==> config.mk <==
export PLATFORM = sky130hd
export DESIGN_NAME = memory_access_wait_timing_unit
export DESIGN_NICKNAME = d
export VERILOG_FILES = /design/src/design/mawt_pkg.sv /design/src/design/mawt_front.sv /design/src/design/mawt_queue.sv /design/src/design/mawt_back.sv /design/src/design/memory_access_wait_timing_unit.sv
export SDC_FILE = /design/constraint.sdc
export NUM_CORES = 1
export LEC_CHECK = 0
export BUFFER_PORTS_ARGS = -buffer_cell sky130_fd_sc_hd__buf_2
export CAP_MARGIN = 20
export CORE_ASPECT_RATIO = 0.6
export CORE_MARGIN = 1.5
export CORE_UTILIZATION = 55
export DETAILED_ROUTE_END_ITERATION = 12
export PLACE_DENSITY = 0.77
export RECOVER_POWER = 100
export SYNTH_ARGS = -nofsm -noshare
export SYNTH_HDL_FRONTEND = slang
export SYNTH_SLANG_ARGS = --single-unit
==> constraint.sdc <==
create_clock -name clock -period 13.7 [get_ports clock]
set_input_delay 1.37 -clock clock [delete_from_list [all_inputs] [get_ports clock]]
set_output_delay 1.37 -clock clock [all_outputs]
set_load 0.02 [all_outputs]
==> src/design/mawt_pkg.sv <==
// ----------------------------------------------------------------------------
// mawt_pkg
// Shared types, codes and decode functions for the bus access timing unit.
// ----------------------------------------------------------------------------
package mawt_pkg;

   localparam int Q_DEPTH = 4;
   localparam int Q_PTR_W = $clog2(Q_DEPTH);

   // input kinds
   localparam logic [1:0] KIND_EXT = 2'd0;
   localparam logic [1:0] KIND_INT = 2'd1;
   localparam logic [1:0] KIND_CLR = 2'd2;

   // configuration register indexes
   localparam logic [2:0] CSR_TRACE_ENABLE  = 3'd0;
   localparam logic [2:0] CSR_REGION_TIMING = 3'd1;
   localparam logic [2:0] CSR_WAIT_CONTROL  = 3'd2;
   localparam logic [2:0] CSR_SEQ_CYCLES    = 3'd3;
   localparam logic [2:0] CSR_NONSEQ_CYCLES = 3'd4;

   // memory regions
   localparam logic [3:0] RGN_BIOS    = 4'd0;
   localparam logic [3:0] RGN_EWRAM   = 4'd1;
   localparam logic [3:0] RGN_IWRAM   = 4'd2;
   localparam logic [3:0] RGN_IO      = 4'd3;
   localparam logic [3:0] RGN_PALETTE = 4'd4;
   localparam logic [3:0] RGN_VRAM    = 4'd5;
   localparam logic [3:0] RGN_OAM     = 4'd6;
   localparam logic [3:0] RGN_CART0   = 4'd7;
   localparam logic [3:0] RGN_CART1   = 4'd8;
   localparam logic [3:0] RGN_CART2   = 4'd9;
   localparam logic [3:0] RGN_SRAM    = 4'd10;
   localparam logic [3:0] RGN_OTHER   = 4'd11;

   typedef enum logic [1:0] {
      OP_EXT = 2'd0,
      OP_INT = 2'd1,
      OP_CLR = 2'd2
   } op_code_type;

   typedef struct packed {
      logic        trace_enable;
      logic        region_timing;
      logic [14:0] wait_control;
      logic [7:0]  seq_cycles;
      logic [7:0]  nonseq_cycles;
   } cfg_type;

   typedef struct packed {
      op_code_type code;
      logic [1:0]  access_type;
      logic [31:0] address;
      logic [2:0]  width;
      logic [3:0]  region;
      logic [3:0]  region_hi;
      logic        cart;
      logic        split;
      logic [15:0] icyc;
   } op_type;

   typedef struct packed {
      logic        is_internal;
      logic [1:0]  access_kind;
      logic [31:0] address;
      logic [2:0]  width;
      logic [3:0]  region;
      logic        sequential;
      logic [15:0] cycles;
      logic        last;
   } rec_type;

   function automatic logic [3:0] decode_region(input logic [31:0] a);
      logic [3:0] r;
      r = RGN_OTHER;
      if (a <= 32'h0000_3FFF) r = RGN_BIOS;
      else if (a >= 32'h0200_0000 && a <= 32'h0203_FFFF) r = RGN_EWRAM;
      else if (a >= 32'h0300_0000 && a <= 32'h0300_7FFF) r = RGN_IWRAM;
      else if (a >= 32'h0400_0000 && a <= 32'h0400_03FF) r = RGN_IO;
      else if (a >= 32'h0500_0000 && a <= 32'h0500_03FF) r = RGN_PALETTE;
      else if (a >= 32'h0600_0000 && a <= 32'h0601_7FFF) r = RGN_VRAM;
      else if (a >= 32'h0700_0000 && a <= 32'h0700_03FF) r = RGN_OAM;
      else if (a >= 32'h0800_0000 && a <= 32'h09FF_FFFF) r = RGN_CART0;
      else if (a >= 32'h0A00_0000 && a <= 32'h0BFF_FFFF) r = RGN_CART1;
      else if (a >= 32'h0C00_0000 && a <= 32'h0DFF_FFFF) r = RGN_CART2;
      else if (a >= 32'h0E00_0000 && a <= 32'h0E00_FFFF) r = RGN_SRAM;
      return r;
   endfunction

   function automatic logic is_cart(input logic [3:0] r);
      return r == RGN_CART0 || r == RGN_CART1 || r == RGN_CART2;
   endfunction

   function automatic logic [3:0] first_wait(input logic [1:0] code);
      logic [3:0] w;
      case (code)
         2'd0:    w = 4'd4;
         2'd1:    w = 4'd3;
         2'd2:    w = 4'd2;
         default: w = 4'd8;
      endcase
      return w;
   endfunction

endpackage

==> src/design/mawt_front.sv <==
// ----------------------------------------------------------------------------
// mawt_front
// Accepts bus events, decodes the region and classifies them into operations.
// ----------------------------------------------------------------------------
module mawt_front (
   input  mawt_pkg::cfg_type cfg,
   input  logic              req_push,
   input  logic [1:0]        req_kind,
   input  logic [1:0]        req_access_type,
   input  logic [31:0]       req_address,
   input  logic [2:0]        req_access_width,
   input  logic [15:0]       req_internal_cycles,
   input  logic              q_full,
   output logic              q_push,
   output mawt_pkg::op_type  q_op
);
   import mawt_pkg::*;

   logic        accept;
   logic [3:0]  rgn;
   logic [31:0] addr_al;
   logic        cart;

   assign accept  = req_push && !q_full;
   assign rgn     = decode_region(req_address);
   assign cart    = cfg.region_timing && is_cart(rgn);
   assign addr_al = {req_address[31:1], 1'b0};

   always_comb begin
      q_push = 1'b0;
      q_op   = '0;
      q_op.access_type = req_access_type;
      q_op.icyc        = req_internal_cycles;
      q_op.region      = rgn;
      q_op.region_hi   = decode_region(addr_al + 32'd2);
      q_op.cart        = cart;
      q_op.split       = cart && (req_access_width == 3'd4);
      q_op.address     = cart ? addr_al : req_address;
      q_op.width       = cart ? 3'd2 : req_access_width;
      case (req_kind)
         KIND_CLR: begin
            q_op.code = OP_CLR;
            q_push    = accept;
         end
         KIND_INT: begin
            q_op.code = OP_INT;
            q_push    = accept && cfg.trace_enable && (req_internal_cycles != 16'd0);
         end
         KIND_EXT: begin
            q_op.code = OP_EXT;
            q_push    = accept && cfg.trace_enable;
         end
         default: begin
            q_op.code = OP_CLR;
            q_push    = 1'b0;
         end
      endcase
   end

endmodule

==> src/design/mawt_queue.sv <==
// ----------------------------------------------------------------------------
// mawt_queue
// Short operation queue between the front and back parts.
// ----------------------------------------------------------------------------
module mawt_queue (
   input  logic             clock,
   input  logic             reset,
   input  logic             push,
   input  mawt_pkg::op_type push_op,
   output logic             full,
   input  logic             pop,
   output logic             valid,
   output mawt_pkg::op_type head
);
   import mawt_pkg::*;

   op_type             mem_ff [Q_DEPTH];
   logic [Q_PTR_W-1:0] wr_ptr_ff, wr_ptr_in;
   logic [Q_PTR_W-1:0] rd_ptr_ff, rd_ptr_in;
   logic [Q_PTR_W:0]   count_ff, count_in;
   logic               do_push, do_pop;

   assign full    = (count_ff == (Q_PTR_W+1)'(Q_DEPTH));
   assign valid   = (count_ff != '0);
   assign head    = mem_ff[rd_ptr_ff];
   assign do_push = push && !full;
   assign do_pop  = pop && valid;

   always_comb begin
      wr_ptr_in = wr_ptr_ff + Q_PTR_W'(do_push);
      rd_ptr_in = rd_ptr_ff + Q_PTR_W'(do_pop);
      count_in  = count_ff + (Q_PTR_W+1)'(do_push) - (Q_PTR_W+1)'(do_pop);
   end

   always_ff @(posedge clock) begin
      if (reset) begin
         wr_ptr_ff <= '0;
         rd_ptr_ff <= '0;
         count_ff  <= '0;
      end else begin
         wr_ptr_ff <= wr_ptr_in;
         rd_ptr_ff <= rd_ptr_in;
         count_ff  <= count_in;
      end
   end

   always_ff @(posedge clock) begin
      if (do_push) begin
         mem_ff[wr_ptr_ff] <= push_op;
      end
   end

`ifndef ASSERT_OFF
   a_count_range: assert property (@(posedge clock) disable iff (reset)
      count_ff <= (Q_PTR_W+1)'(Q_DEPTH))
      else $error("queue count out of range");
   a_ptr_gap: assert property (@(posedge clock) disable iff (reset)
      (count_ff == '0 || count_ff == (Q_PTR_W+1)'(Q_DEPTH)) |-> (wr_ptr_ff == rd_ptr_ff))
      else $error("queue pointers disagree with count");
   a_push_count: assert property (@(posedge clock) disable iff (reset)
      (do_push && !do_pop) |=> count_ff == $past(count_ff) + 1'b1)
      else $error("queue push lost");
`endif

endmodule

==> src/design/mawt_back.sv <==
// ----------------------------------------------------------------------------
// mawt_back
// Carries out queued operations: sequential tracking, cycle cost and records.
// ----------------------------------------------------------------------------
module mawt_back (
   input  logic             clock,
   input  logic             reset,
   input  mawt_pkg::cfg_type cfg,
   input  logic             op_valid,
   input  mawt_pkg::op_type op,
   output logic             op_pop,
   output logic             rsp_empty,
   input  logic             rsp_pop,
   output mawt_pkg::rec_type rsp_rec
);
   import mawt_pkg::*;

   logic        half_ff, half_in;
   logic        have_prev_ff, have_prev_in;
   logic [31:0] prev_addr_ff, prev_addr_in;
   logic [2:0]  prev_width_ff, prev_width_in;
   logic [3:0]  prev_rgn_ff, prev_rgn_in;

   rec_type     obuf_ff [2];
   logic        owr_ff, owr_in, ord_ff, ord_in;
   logic [1:0]  ocnt_ff, ocnt_in;

   logic        space, work, emit, out_pop;
   rec_type     rec;
   logic [31:0] addr;
   logic [3:0]  rgn;
   logic        contiguous, seq;
   logic [1:0]  win;
   logic [1:0]  fb;
   logic        sb;
   logic [15:0] cost;

   assign out_pop   = rsp_pop && (ocnt_ff != 2'd0);
   assign space     = (ocnt_ff != 2'd2) || out_pop;
   assign work      = op_valid && space;
   assign rsp_empty = (ocnt_ff == 2'd0);
   assign rsp_rec   = obuf_ff[ord_ff];

   // both halves of a cartridge word keep the region of the access
   assign addr = half_ff ? op.address + 32'd2 : op.address;
   assign rgn  = op.region;
   assign contiguous = have_prev_ff && (rgn == prev_rgn_ff) &&
                       (addr == prev_addr_ff + {29'd0, prev_width_ff});
   assign seq = (!op.cart || (addr[16:0] != 17'd0)) && (half_ff || contiguous);

   // cartridge window index and its waitstate fields
   always_comb begin
      win = 2'd0;
      fb  = 2'd0;
      sb  = 1'b0;
      case (rgn)
         RGN_CART0: begin
            win = 2'd0;
            fb  = cfg.wait_control[3:2];
            sb  = cfg.wait_control[4];
         end
         RGN_CART1: begin
            win = 2'd1;
            fb  = cfg.wait_control[6:5];
            sb  = cfg.wait_control[7];
         end
         RGN_CART2: begin
            win = 2'd2;
            fb  = cfg.wait_control[9:8];
            sb  = cfg.wait_control[10];
         end
         default: begin
            win = 2'd0;
            fb  = 2'd0;
            sb  = 1'b0;
         end
      endcase
   end

   always_comb begin
      cost = seq ? {8'd0, cfg.seq_cycles} : {8'd0, cfg.nonseq_cycles};
      if (cfg.region_timing) begin
         case (rgn)
            RGN_BIOS, RGN_IWRAM, RGN_IO: cost = 16'd1;
            RGN_EWRAM: cost = (op.width == 3'd4) ? 16'd6 : 16'd3;
            RGN_PALETTE, RGN_VRAM, RGN_OAM: cost = (op.width == 3'd4) ? 16'd2 : 16'd1;
            RGN_CART0, RGN_CART1, RGN_CART2: begin
               if (!seq)     cost = 16'd1 + {12'd0, first_wait(fb)};
               else if (sb)  cost = 16'd2;
               else          cost = 16'd1 + (16'd2 << win);
            end
            RGN_SRAM: cost = 16'd1 + {12'd0, first_wait(cfg.wait_control[1:0])};
            default: cost = seq ? {8'd0, cfg.seq_cycles} : {8'd0, cfg.nonseq_cycles};
         endcase
      end
   end

   always_comb begin
      half_in       = half_ff;
      have_prev_in  = have_prev_ff;
      prev_addr_in  = prev_addr_ff;
      prev_width_in = prev_width_ff;
      prev_rgn_in   = prev_rgn_ff;
      op_pop        = 1'b0;
      emit          = 1'b0;
      rec           = '0;
      case (op.code)
         OP_CLR: begin
            if (work) begin
               op_pop        = 1'b1;
               have_prev_in  = 1'b0;
               prev_addr_in  = '0;
               prev_width_in = '0;
               prev_rgn_in   = RGN_BIOS;
            end
         end
         OP_INT: begin
            rec.is_internal = 1'b1;
            rec.region      = RGN_OTHER;
            rec.cycles      = op.icyc;
            rec.last        = 1'b1;
            if (work) begin
               op_pop = 1'b1;
               emit   = 1'b1;
            end
         end
         OP_EXT: begin
            rec.access_kind = op.access_type;
            rec.address     = addr;
            rec.width       = op.width;
            rec.region      = rgn;
            rec.sequential  = seq;
            rec.cycles      = cost;
            rec.last        = half_ff || !op.split;
            if (work) begin
               emit          = 1'b1;
               have_prev_in  = 1'b1;
               prev_addr_in  = addr;
               prev_width_in = op.width;
               // tracked region is the decode of the tracked address
               prev_rgn_in   = half_ff ? op.region_hi : rgn;
               op_pop        = rec.last;
               half_in       = !rec.last;
            end
         end
         default: begin
            if (work) begin
               op_pop = 1'b1;
            end
         end
      endcase
   end

   always_comb begin
      owr_in  = owr_ff ^ emit;
      ord_in  = ord_ff ^ out_pop;
      ocnt_in = ocnt_ff + {1'b0, emit} - {1'b0, out_pop};
   end

   always_ff @(posedge clock) begin
      if (reset) begin
         half_ff       <= 1'b0;
         have_prev_ff  <= 1'b0;
         prev_addr_ff  <= '0;
         prev_width_ff <= '0;
         prev_rgn_ff   <= RGN_BIOS;
         owr_ff        <= 1'b0;
         ord_ff        <= 1'b0;
         ocnt_ff       <= '0;
      end else begin
         half_ff       <= half_in;
         have_prev_ff  <= have_prev_in;
         prev_addr_ff  <= prev_addr_in;
         prev_width_ff <= prev_width_in;
         prev_rgn_ff   <= prev_rgn_in;
         owr_ff        <= owr_in;
         ord_ff        <= ord_in;
         ocnt_ff       <= ocnt_in;
      end
   end

   always_ff @(posedge clock) begin
      if (emit) begin
         obuf_ff[owr_ff] <= rec;
      end
   end

`ifndef ASSERT_OFF
   a_ocnt_range: assert property (@(posedge clock) disable iff (reset)
      ocnt_ff <= 2'd2)
      else $error("result buffer overflow");
   a_half_has_op: assert property (@(posedge clock) disable iff (reset)
      half_ff |-> (op_valid && op.code == OP_EXT && op.split))
      else $error("second half without a split operation");
   a_clear_tracking: assert property (@(posedge clock) disable iff (reset)
      (work && op.code == OP_CLR) |=> !have_prev_ff)
      else $error("clear did not reset tracking");
   a_second_half_seq_last: assert property (@(posedge clock) disable iff (reset)
      (emit && half_ff) |-> rec.last)
      else $error("second half not marked last");
`endif

endmodule

==> src/design/memory_access_wait_timing_unit.sv <==
// ----------------------------------------------------------------------------
// memory_access_wait_timing_unit
// Bus access timing unit: turns CPU bus events into timing records.
// ----------------------------------------------------------------------------
// usage
//   req channel: push an event while full is low; kind selects external access,
//   internal cycles or clear of the previous-access tracking
//   rsp channel: while empty is low the oldest record is on the rsp_ ports;
//   pop takes it; last marks the final record of one transaction
//   csr port: single-cycle writes, only while the block is idle
//   an accepted transaction goes into the queue, the back part then writes its
//   record into the output buffer once there is space, and pop takes it there
//   throughput: one transaction per cycle while full is low; a cartridge word
//   access under region timing gives two records and holds the back part until
//   its second half is out, as the record stage emits one record at a time
//   a four-entry queue parts the front and back, a two-entry buffer the output
//   reset: queues empty, tracking cleared, seq and nonseq costs at one,
//   tracing off
//   when the receiver stalls the buffers fill and full rises; nothing is lost
// ----------------------------------------------------------------------------
module memory_access_wait_timing_unit (
   input  logic        clock,
   input  logic        reset,
   input  logic        push,
   output logic        full,
   input  logic [1:0]  req_kind,
   input  logic [1:0]  req_access_type,
   input  logic [31:0] req_address,
   input  logic [2:0]  req_access_width,
   input  logic [15:0] req_internal_cycles,
   output logic        empty,
   input  logic        pop,
   output logic        rsp_is_internal,
   output logic [1:0]  rsp_access_kind_out,
   output logic [31:0] rsp_record_address,
   output logic [2:0]  rsp_record_width,
   output logic [3:0]  rsp_region,
   output logic        rsp_sequential,
   output logic [15:0] rsp_cycles,
   output logic        rsp_last,
   input  logic        csr_we,
   input  logic [2:0]  csr_index,
   input  logic [14:0] csr_wdata
);
   import mawt_pkg::*;

   cfg_type cfg_ff, cfg_in;
   logic    q_push, q_full, q_valid, q_pop;
   op_type  q_in_op, q_head;
   rec_type rec;

   always_comb begin
      cfg_in = cfg_ff;
      if (csr_we) begin
         case (csr_index)
            CSR_TRACE_ENABLE:  cfg_in.trace_enable  = csr_wdata[0];
            CSR_REGION_TIMING: cfg_in.region_timing = csr_wdata[0];
            CSR_WAIT_CONTROL:  cfg_in.wait_control  = csr_wdata;
            CSR_SEQ_CYCLES:    cfg_in.seq_cycles    = csr_wdata[7:0];
            CSR_NONSEQ_CYCLES: cfg_in.nonseq_cycles = csr_wdata[7:0];
            default:           cfg_in = cfg_ff;
         endcase
      end
   end

   always_ff @(posedge clock) begin
      if (reset) begin
         cfg_ff.trace_enable  <= 1'b0;
         cfg_ff.region_timing <= 1'b0;
         cfg_ff.wait_control  <= '0;
         cfg_ff.seq_cycles    <= 8'd1;
         cfg_ff.nonseq_cycles <= 8'd1;
      end else begin
         cfg_ff <= cfg_in;
      end
   end

   assign full = q_full;

   mawt_front u_front (
      .cfg                 (cfg_ff),
      .req_push            (push),
      .req_kind            (req_kind),
      .req_access_type     (req_access_type),
      .req_address         (req_address),
      .req_access_width    (req_access_width),
      .req_internal_cycles (req_internal_cycles),
      .q_full              (q_full),
      .q_push              (q_push),
      .q_op                (q_in_op)
   );

   mawt_queue u_queue (
      .clock   (clock),
      .reset   (reset),
      .push    (q_push),
      .push_op (q_in_op),
      .full    (q_full),
      .pop     (q_pop),
      .valid   (q_valid),
      .head    (q_head)
   );

   mawt_back u_back (
      .clock     (clock),
      .reset     (reset),
      .cfg       (cfg_ff),
      .op_valid  (q_valid),
      .op        (q_head),
      .op_pop    (q_pop),
      .rsp_empty (empty),
      .rsp_pop   (pop),
      .rsp_rec   (rec)
   );

   assign rsp_is_internal     = rec.is_internal;
   assign rsp_access_kind_out = rec.access_kind;
   assign rsp_record_address  = rec.address;
   assign rsp_record_width    = rec.width;
   assign rsp_region          = rec.region;
   assign rsp_sequential      = rec.sequential;
   assign rsp_cycles          = rec.cycles;
   assign rsp_last            = rec.last;

endmodule

---- Word-level counts from Yosys, hierarchy flattened ----
Memory sizes are Yosys's and may differ from the RTL's. A register that Yosys moved wholly into a read port is not among the register bits.
Index checks and enable logic that the tools add are counted.
cells by class
  reduce and logical (&&, ||, !) cells .... 65
  muxes and demuxes ....................... 72
  equality and inequality tests ........... 33
  bitwise logic cells ..................... 2
  add/sub/neg operators ................... 12
  shifts and indexed selects .............. 1
  magnitude comparators ................... 42
operator list
  kind                   number
  $ge 32x27->1 const B   8
  $ge 32x28->1 const B   8
  $le 32x27->1 const B   8
  $le 32x28->1 const B   8
  $ge 32x26->1 const B   4
  $le 32x26->1 const B   4
  $mux 4                 28
  $mux 32                3
  $pmux 16 s5            1
  $add 32x2->32 const B  2
  $le 32x14->1 const B   2
  $pmux 32 s2            1
  $mux 16                3
  $mux 37                1
  $pmux 17 s2            1
  $add 32x3->32          1
  $eq 32x32->1           1
  $logic_and 1x1->1      32
  $pmux 4 s3             2
  $eq 4x3->1 const B     5
  $eq 4x4->1 const B     5
  $reduce_bool 17->1     1
  $add 1x16->16 const A  1
  $mux 1                 16
  38 further kinds       81
word-level totals
  bits in writable memories ............... 380
  memories kept ........................... 2
  bits in registers ....................... 81
memory list
  memory          words  bits a word  read ports  clocked after memory_dff  wr ports  line              text
  u_queue.mem_ff  4      65           1           1                         1         mawt_queue.sv:17  op_type mem_ff [Q_DEPTH];
  u_back.obuf_ff  2      60           1           1                         1         mawt_back.sv:24   rec_type obuf_ff [2];

---- Depth between registers and ports, before layout ----
Gate-level depths: netlist (run 1).
  depth in word-level cells ............... 18
  depth in mapped cells ................... 18
  gate-level depth less buffers ........... 14

---- Hierarchy ----
Synthesis (run 1) repeated with hierarchy kept, for this count alone.
second synthesis, totals
  cells, all modules ...................... 1612
  area, all modules ....................... 21838.4 um^2
modules (own cells, without submodules)
  module                          area each (um^2)  times used  cells an instance
  mawt_queue                      9766.9            1           375
  mawt_back                       9102.5            1           866
  mawt_front                      1540.2            1           240
  memory_access_wait_timing_unit  1428.9            1           131

---- Worst setup path before layout (run 1) ----
No wires, ideal clock.
  path kind ............................... input to register
  start point ............................. input port req_internal_cycles[5]
  end point ............................... memory u_queue.mem_ff[1][0] in the netlist's numbering (enable)
  cell stages on the path ................. 4
  setup slack ............................. 6595 ps
  arrival time ............................ 6524 ps
  path buffers ............................ 0
  path through ............................ nor4_1 > a41oi_1 > o21ai_0 > nor3b_1
between the ends
  longest elaborated chain between the ends .. 6
ends and longest elaborated chain
  what                          line                                  text
  from (decl)                   memory_access_wait_timing_unit.sv:30  input logic [15:0] req_internal_cycles,
  $reduce_bool 16->1            mawt_front.sv:47                      q_push = accept && cfg.trace_enable && (req_internal_cycles != 16'd0);
  $logic_and 1x1->1             mawt_front.sv:47
  $pmux 1 s3                    mawt_front.sv:40                      case (req_kind)
  $logic_and 1x1->1             mawt_queue.sv:26                      assign do_push = push && !full;
  $mux 1                        mawt_queue.sv:48                      if (do_push) begin
  $mux 1 (implied by the code)  mawt_queue.sv:49                      mem_ff[wr_ptr_ff] <= push_op;
  to (decl)                     mawt_queue.sv:17
No other way between the ends.

==> results of run 1 <==
worst max-delay path: stages (launching register included):
cell      delay, ns
dfxtp_1        1.76
clkbuf_1       2.17
mux4_2         0.91
xor2_1         0.21
nor4_1         0.28
and3_1         0.21
nand3_1        0.12
nor4b_1        0.30
nand4_1        0.14
nor4_1         1.37
o21ai_4        0.31
a211oi_1       0.34
o32ai_1        0.17
worst min-delay path by stage:
stage / startpoint / to / slack [ns] / depth (start not counted)
5_1_grt: cfg_ff[9]$_SDFFE_PP0P_ / cfg_ff[9]$_SDFFE_PP0P_ / 0.48 / 2
6_report: cfg_ff[6]$_SDFFE_PP0P_ / cfg_ff[6]$_SDFFE_PP0P_ / 0.46 / 2
4_1_cts: cfg_ff[13]$_SDFFE_PP0P_ / cfg_ff[13]$_SDFFE_PP0P_ / 0.46 / 2
3_3_place_gp: u_back.have_prev_ff$_SDFFE_PP0P_ / u_back.have_prev_ff$_SDFFE_PP0P_ / 0.44 / 2
2_1_floorplan: u_back.have_prev_ff$_SDFFE_PP0P_ / u_back.have_prev_ff$_SDFFE_PP0P_ / 0.43 / 2
3_5_place_dp: cfg_ff[13]$_SDFFE_PP0P_ / cfg_ff[13]$_SDFFE_PP0P_ / 0.45 / 2
through the flow:
stage	worst slack (ns)	hold slack, ns	area [sq um]	utilization (%)
floorplan	6.59	0.432	20900	-
CTS	7.78	0.457	23300	62.0
detailed placement	7.80	0.447	22000	58.6
global route	3.93	0.481	23100	61.5
global placement	7.86	0.438	22000	58.6
finish	5.03	0.458	23100	61.5
per-layer routing:
layer	up-vias	routed length, um	track usage, %
li1	6011	-	-
met2	663	20200	34.3
met5	-	0	0
met3	57	5150	5.11
met4	0	578	3.83
met1	6596	23300	42.6
state kept, by name, summed over array words and instances (netlist names):
signal                cells
u_queue.count_ff          3
u_queue.wr_ptr_ff         2
u_back.half_ff            1
u_back.ocnt_ff            2
u_back.owr_ff             1
u_queue.rd_ptr_ff         2
cfg_ff                   29
u_back.ord_ff             1
u_back.obuf_ff          120
u_queue.mem_ff          260
u_back.prev_addr_ff      32
u_back.prev_width_ff      3
u_back.prev_rgn_ff        4
u_back.have_prev_ff       1
power groups by stage:
stage / logic [mW] / registers (mW) / clock network [mW]
2_1_floorplan: 1.04 / 1.81 / 0
3_3_place_gp: 1.39 / 1.86 / 0
3_5_place_dp: 1.41 / 1.87 / 0
4_1_cts: 1.42 / 1.84 / 1.13
5_1_grt: 1.52 / 1.88 / 1.18
6_report: 1.43 / 1.85 / 1.10
cell usage in the layout (no fill, tap or decap), types with 12 or more instances in the layout:
cell | Yosys | final
nor2b_1 | 12 | 12
o21ai_0 | 16 | 16
buf_2 | 4 | 40
ha_1 | 13 | 13
mux2_2 | 64 | 49
inv_1 | 30 | 30
clkbuf_16 | 0 | 41
xor2_1 | 40 | 40
nand4_1 | 21 | 21
xnor2_1 | 55 | 55
edfxtp_1 | 380 | 380
xnor3_1 | 12 | 12
mux4_2 | 62 | 62
nor4_1 | 22 | 23
and3_1 | 31 | 31
and2_1 | 23 | 12
mux2i_1 | 23 | 23
dfxtp_1 | 81 | 80
nand2_1 | 118 | 118
nand3_1 | 44 | 44
nor3_1 | 29 | 29
mux2_1 | 0 | 15
clkbuf_1 | 55 | 115
nor2_1 | 151 | 151
a21oi_1 | 76 | 76
layout make-up:
class | count | area (sq um) | area share [%]
sequential | 461 | 13000 | 56.4
multi-input combinational | 961 | 7420 | 32.1
clock buffer | 54 | 1100 | 4.78
timing repair buffer | 149 | 644 | 2.79
tap | 513 | 642 | 2.78
clock inverter | 19 | 161 | 0.698
inverter | 30 | 113 | 0.487
cells by family (layout without fill, tap and decap cells):
kind of cell	count (synthesis)	in the layout	share of synthesized area (%)
XOR/XNOR	108	108	5.38
AND/OR/NAND/NOR	524	524	12.8
AO/OA/AOI/OAI	163	163	4.99
flip-flops	461	461	62.3
buffers and inverters	101	252	2.12
adder cells (fa/ha/maj)	15	15	0.969
multiplexers	151	151	11.5
==> impl_metrics.tcl, run 1 <==
set metrics [dict create \
    fin_worst_skew_ns 0.0150 \
    io_pins 140 \
    post-synth-top-count-cell "edfxtp_1" \
    core-area_sq_um 37600 \
    post_cts_buffers 0 \
    drtIter0Drc 1749 \
    routed_wl_mm 49.2 \
    worstSetupStartpoint "u_queue.rd_ptr_ff[0]$_SDFF_PP0_" \
    path_class "register to register" \
    ant_nets 0 \
    hpwlAfterDp_mm 33.6 \
    power_frac_seq_pct 42.3 \
    critPathLaunchType "register" \
    root_buffer "clkbuf_16" \
    min_period_ns 8.67 \
    syn_area_sq_um 20900 \
    grt_pass1_vias 12400 \
    finalHoldViolCount 0 \
    synthArstFlopShare_pct 0 \
    initial_core_util_pct 55.7 \
    yosys_register_bits 461 \
    wl_per_cell_um 22.5 \
    htree_levels 2 \
    finalSetupViolCount 0 \
    die_w_um 255 \
    viasPerCell 6.09 \
    rsz0062_at_grt "false" \
    ys_types 79 \
    cts_sinks 461 \
    instances_no_fill 2187 \
    max_freq_mhz 115 \
    ys_seq_area_share_pct 62.3 \
    dieArea_sq_um 39200 \
    cts_made_buffers 41 \
    cp_max_fo 39 \
    synth_top_area_share_pct 54.6 \
    synth_nets 1616 \
    clock_path_buffers 3 \
    placed_cells 2112 \
    cts_tree "done" \
    drv_slew 645 \
    netlist_instances 1523 \
    yosysTopAreaCell "edfxtp_1" \
    status "finished with violations" \
    final_nets 1737 \
    tightest_slew_ns 3.82 \
    clock_latency_ns 0.55 \
    path_clk_slew_ns 0.07 \
    tns_ns 0 \
    failed_checks "max-capacitance violations, max-slew violations" \
    grt_overflow 0 \
    die_h_um 154 \
    holdBufCountCts 0 \
    hold_path_class "register to register" \
    synth_warnings 0 \
    grt_max_degree 82 \
    route.detailed.drc 0 \
    p_leak_nw 7.63 \
    crit_path_end_kind "register" \
    synth_ff_type "edfxtp_1" \
    required_ns 13.87 \
    slew_headroom_pct -155 \
    post_cts_resized 0 \
    reg2reg_depth 12 \
    syn_avg_cell_area_sq_um 13.7 \
    r2r_start "u_queue.rd_ptr_ff[0]$_SDFF_PP0_" \
    grt_pass1_wl_mm 74.9 \
    synth_top_cells_by_area "edfxtp_1, dfxtp_1, mux4_2" \
    globalplace.congestion 0.943 \
    arrival_ns 8.84 \
    share_comb_of_total_power_pct 32.5 \
    swShare_pct 34.2 \
    antenna_found_initial 1 \
    worst_r2r_endpoint "u_back.obuf_ff[1][3]$_DFFE_PP_" \
    grt_usage_pct 25.4 \
    io_buffers 135 \
    first_pass_iters 7 \
    p_sw_mw 1.50 \
    report.power.total_mw 4.39 \
    ys_top_cells_by_count "edfxtp_1, nor2_1, nand2_1, dfxtp_1, a21oi_1" \
    p_int_mw 2.88 \
    drive_above_1_share_pct 14.2 \
    ir_drop_mv 0.123 \
    p_per_area_nw_per_um2 190 \
    synth_edf_count 380 \
    area_growth_pct 10.5 \
    fillerInstances 2934 \
    n_antenna_cell 0 \
    min_period_over_period_pct 63.3 \
    clockPowerShare_pct 25.2 \
    crit_end "u_back.obuf_ff[1][3]$_DFFE_PP_" \
    max-cap-violations 14 \
    row_count 55 \
    r2r_setup_slack_ns 5.03 \
    dr_total_vias 13300 \
]
Power figures use the tool's default switching activity.
==> run 2, diff against run 1 <==
--- a/config.mk
+++ b/config.mk
@@ -11,7 +11,7 @@
 export CORE_MARGIN = 1.5
 export CORE_UTILIZATION = 55
 export DETAILED_ROUTE_END_ITERATION = 12
-export PLACE_DENSITY = 0.77
+export PLACE_DENSITY = 0.79
 export RECOVER_POWER = 100
 export SYNTH_ARGS = -nofsm -noshare
 export SYNTH_HDL_FRONTEND = slang
==> constraint.sdc (replaced) <==
create_clock -name clock -period 7.75 [get_ports clock]
set_input_delay 0.775 -clock clock [delete_from_list [all_inputs] [get_ports clock]]
set_output_delay 0.775 -clock clock [all_outputs]
set_load 0.02 [all_outputs]
==> run 2 against run 1 <==
- the flow still finishes with violations (max-capacitance violations, max-slew violations)
- sequential power grew 77%
- first-iteration DRC count increased by 3.3%
- global-route usage decreased by 0.068 points
- non-clock buffer count is 2 higher
- utilization is 0.17 points higher
- maximum frequency up 30%
- sequential share of layout area down 0.14 points
- cell count is 0.32% higher
==> impl_metrics.tcl, run 2 (synthesis gave the netlist of run 1 again) <==
set metrics [dict create \
    holdBufCountCts 0 \
    ir_drop_mv 0.210 \
    globalplace.congestion 0.897 \
    post_cts_buffers 0 \
    slew_headroom_pct -157 \
    min_period_over_period_pct 86.2 \
    failed_checks "max-capacitance violations, max-slew violations" \
    area_growth_pct 10.8 \
    critPathBufInv 1 \
    ant_nets 0 \
    status "finished with violations" \
    path_clk_slew_ns 0.06 \
    grt_overflow 0 \
    fin_worst_skew_ns 0.0272 \
    die_w_um 255 \
    cp_max_fo 44 \
    cts_made_buffers 42 \
    first_pass_iters 6 \
    cpPeakStageDelay_ns 1.28 \
    io_pins 140 \
    hpwlAfterDp_mm 34.0 \
    initial_core_util_pct 55.7 \
    crit_path_end_kind "register" \
    dieArea_sq_um 39200 \
    grt_pass1_vias 12600 \
    report.power.total_mw 7.80 \
    finalSetupViolCount 0 \
    largest_register "u_queue.mem_ff" \
    path_cells "buf_4, mux2i_1, o22ai_1, nand4_1, or3_1, xnor3_1, nor4_1, o2111ai_1, nor4_4, o21ai_4, mux2i_1, a221oi_1" \
    htree_levels 2 \
    core-area_sq_um 37600 \
    cts_tree "done" \
    register_area_sq_um 13000 \
    post_cts_resized 0 \
    rsz0062_at_grt "false" \
    wl_per_cell_um 22.7 \
    clock_path_buffers 3 \
    drtIter0Drc 1807 \
    arrival_ns 6.98 \
    die_h_um 154 \
    path_class "register to register" \
    drv_slew 553 \
    root_buffer "clkbuf_16" \
    route.detailed.drc 0 \
    finalHoldViolCount 0 \
    required_ns 8.05 \
    antenna_found_initial 1 \
    fillerInstances 2841 \
    grt_max_degree 82 \
    tns_ns 0 \
    p_per_area_nw_per_um2 336 \
    drive_above_1_share_pct 14.2 \
    critPathLaunchType "register" \
    final_cell_mix "edfxtp_1, nor2_1, clkbuf_1" \
    p_leak_nw 7.64 \
    io_buffers 135 \
    crit_family "simple AND/OR/NAND/NOR gates" \
    largest_register_ffs 260 \
    dr_total_vias 13400 \
    final_nets 1740 \
    clock_latency_ns 0.56 \
    routed_wl_mm 49.7 \
    tightest_slew_ns 3.86 \
    min_period_ns 6.68 \
    multi_input_area_sq_um 7440 \
    max-cap-violations 11 \
    grt_usage_pct 25.3 \
    cts_sinks 461 \
    row_count 55 \
    viasPerCell 6.11 \
    reg.largest.list "u_queue.mem_ff x260, u_back.obuf_ff x120, u_back.prev_addr_ff x32" \
    grt_pass1_wl_mm 74.9 \
    max_freq_mhz 150 \
    hold_path_class "register to register" \
    crit_top_cell "mux2i_1" \
    slowest_stage "dfxtp_1" \
    final_common_cell "edfxtp_1" \
]
## run 2: power by group
group,switching [mW],internal (mW)
Combinational,1.60,0.920
Sequential,0.185,3.09
Clock,0.883,1.12
## run 2: routing by layer
metal	routed length (um)	track usage, %	part of all wire, %	up-vias
li1	-	-	-	6027
met1	23800	41.9	48	6684
met2	20500	34.4	41	632
met3	4750	5.13	9.6	54
met4	691	4.93	1.4	0
met5	0	0	0	-
## run 2: path summary, 6_finish.rpt
check | start | end | slack, ns | cells after the start
setup / recovery | u_queue.rd_ptr_ff[1]$_SDFF_PP0_ | u_back.obuf_ff[1][2]$_DFFE_PP_ | 1.07 | 12
hold / removal | cfg_ff[14]$_SDFFE_PP0P_ | cfg_ff[14]$_SDFFE_PP0P_ | 0.46 | 2
setup reg to reg | u_queue.rd_ptr_ff[1]$_SDFF_PP0_ | u_back.obuf_ff[1][2]$_DFFE_PP_ | 1.07 | 12
hold reg to reg | cfg_ff[14]$_SDFFE_PP0P_ | cfg_ff[14]$_SDFFE_PP0P_ | 0.46 | 2
## run 2: area by class of cell
type,count,area share [%]
Sequential cell,461,56.2
Antenna cell,2,0.0216
Timing Repair Buffer,151,2.70
Multi-Input combinational cell,961,32.1
Inverter,30,0.486
Tap cell,513,2.77
Clock inverter,20,0.712
Clock buffer,56,4.98
## run 2: worst register-to-register path, cell delays in order, from the launching register on
cell and delay [ns]:
dfxtp_1 1.28, buf_4 0.71, mux2i_1 0.17, o22ai_1 0.43
nand4_1 0.70, or3_1 0.62, xnor3_1 0.36, nor4_1 0.44
o2111ai_1 0.31, nor4_4 0.54, o21ai_4 0.25, mux2i_1 0.19
a221oi_1 0.44
## run 2: metrics by stage
step | instance area (sq um) | hold WS, ns | worst slack, ns | instances | util (%)
2_1_floorplan | 20900 | 0.432 | 1.24 | 1523 | -
3_3_place_gp | 22000 | 0.439 | 1.79 | 2115 | 58.7
3_5_place_dp | 22000 | 0.447 | 1.71 | 2115 | 58.7
4_1_cts | 23400 | 0.416 | 1.69 | 2191 | 62.2
5_1_grt | 23200 | 0.472 | 0.890 | 2193 | 61.7
6_report | 23200 | 0.459 | 1.07 | 2194 | 61.7
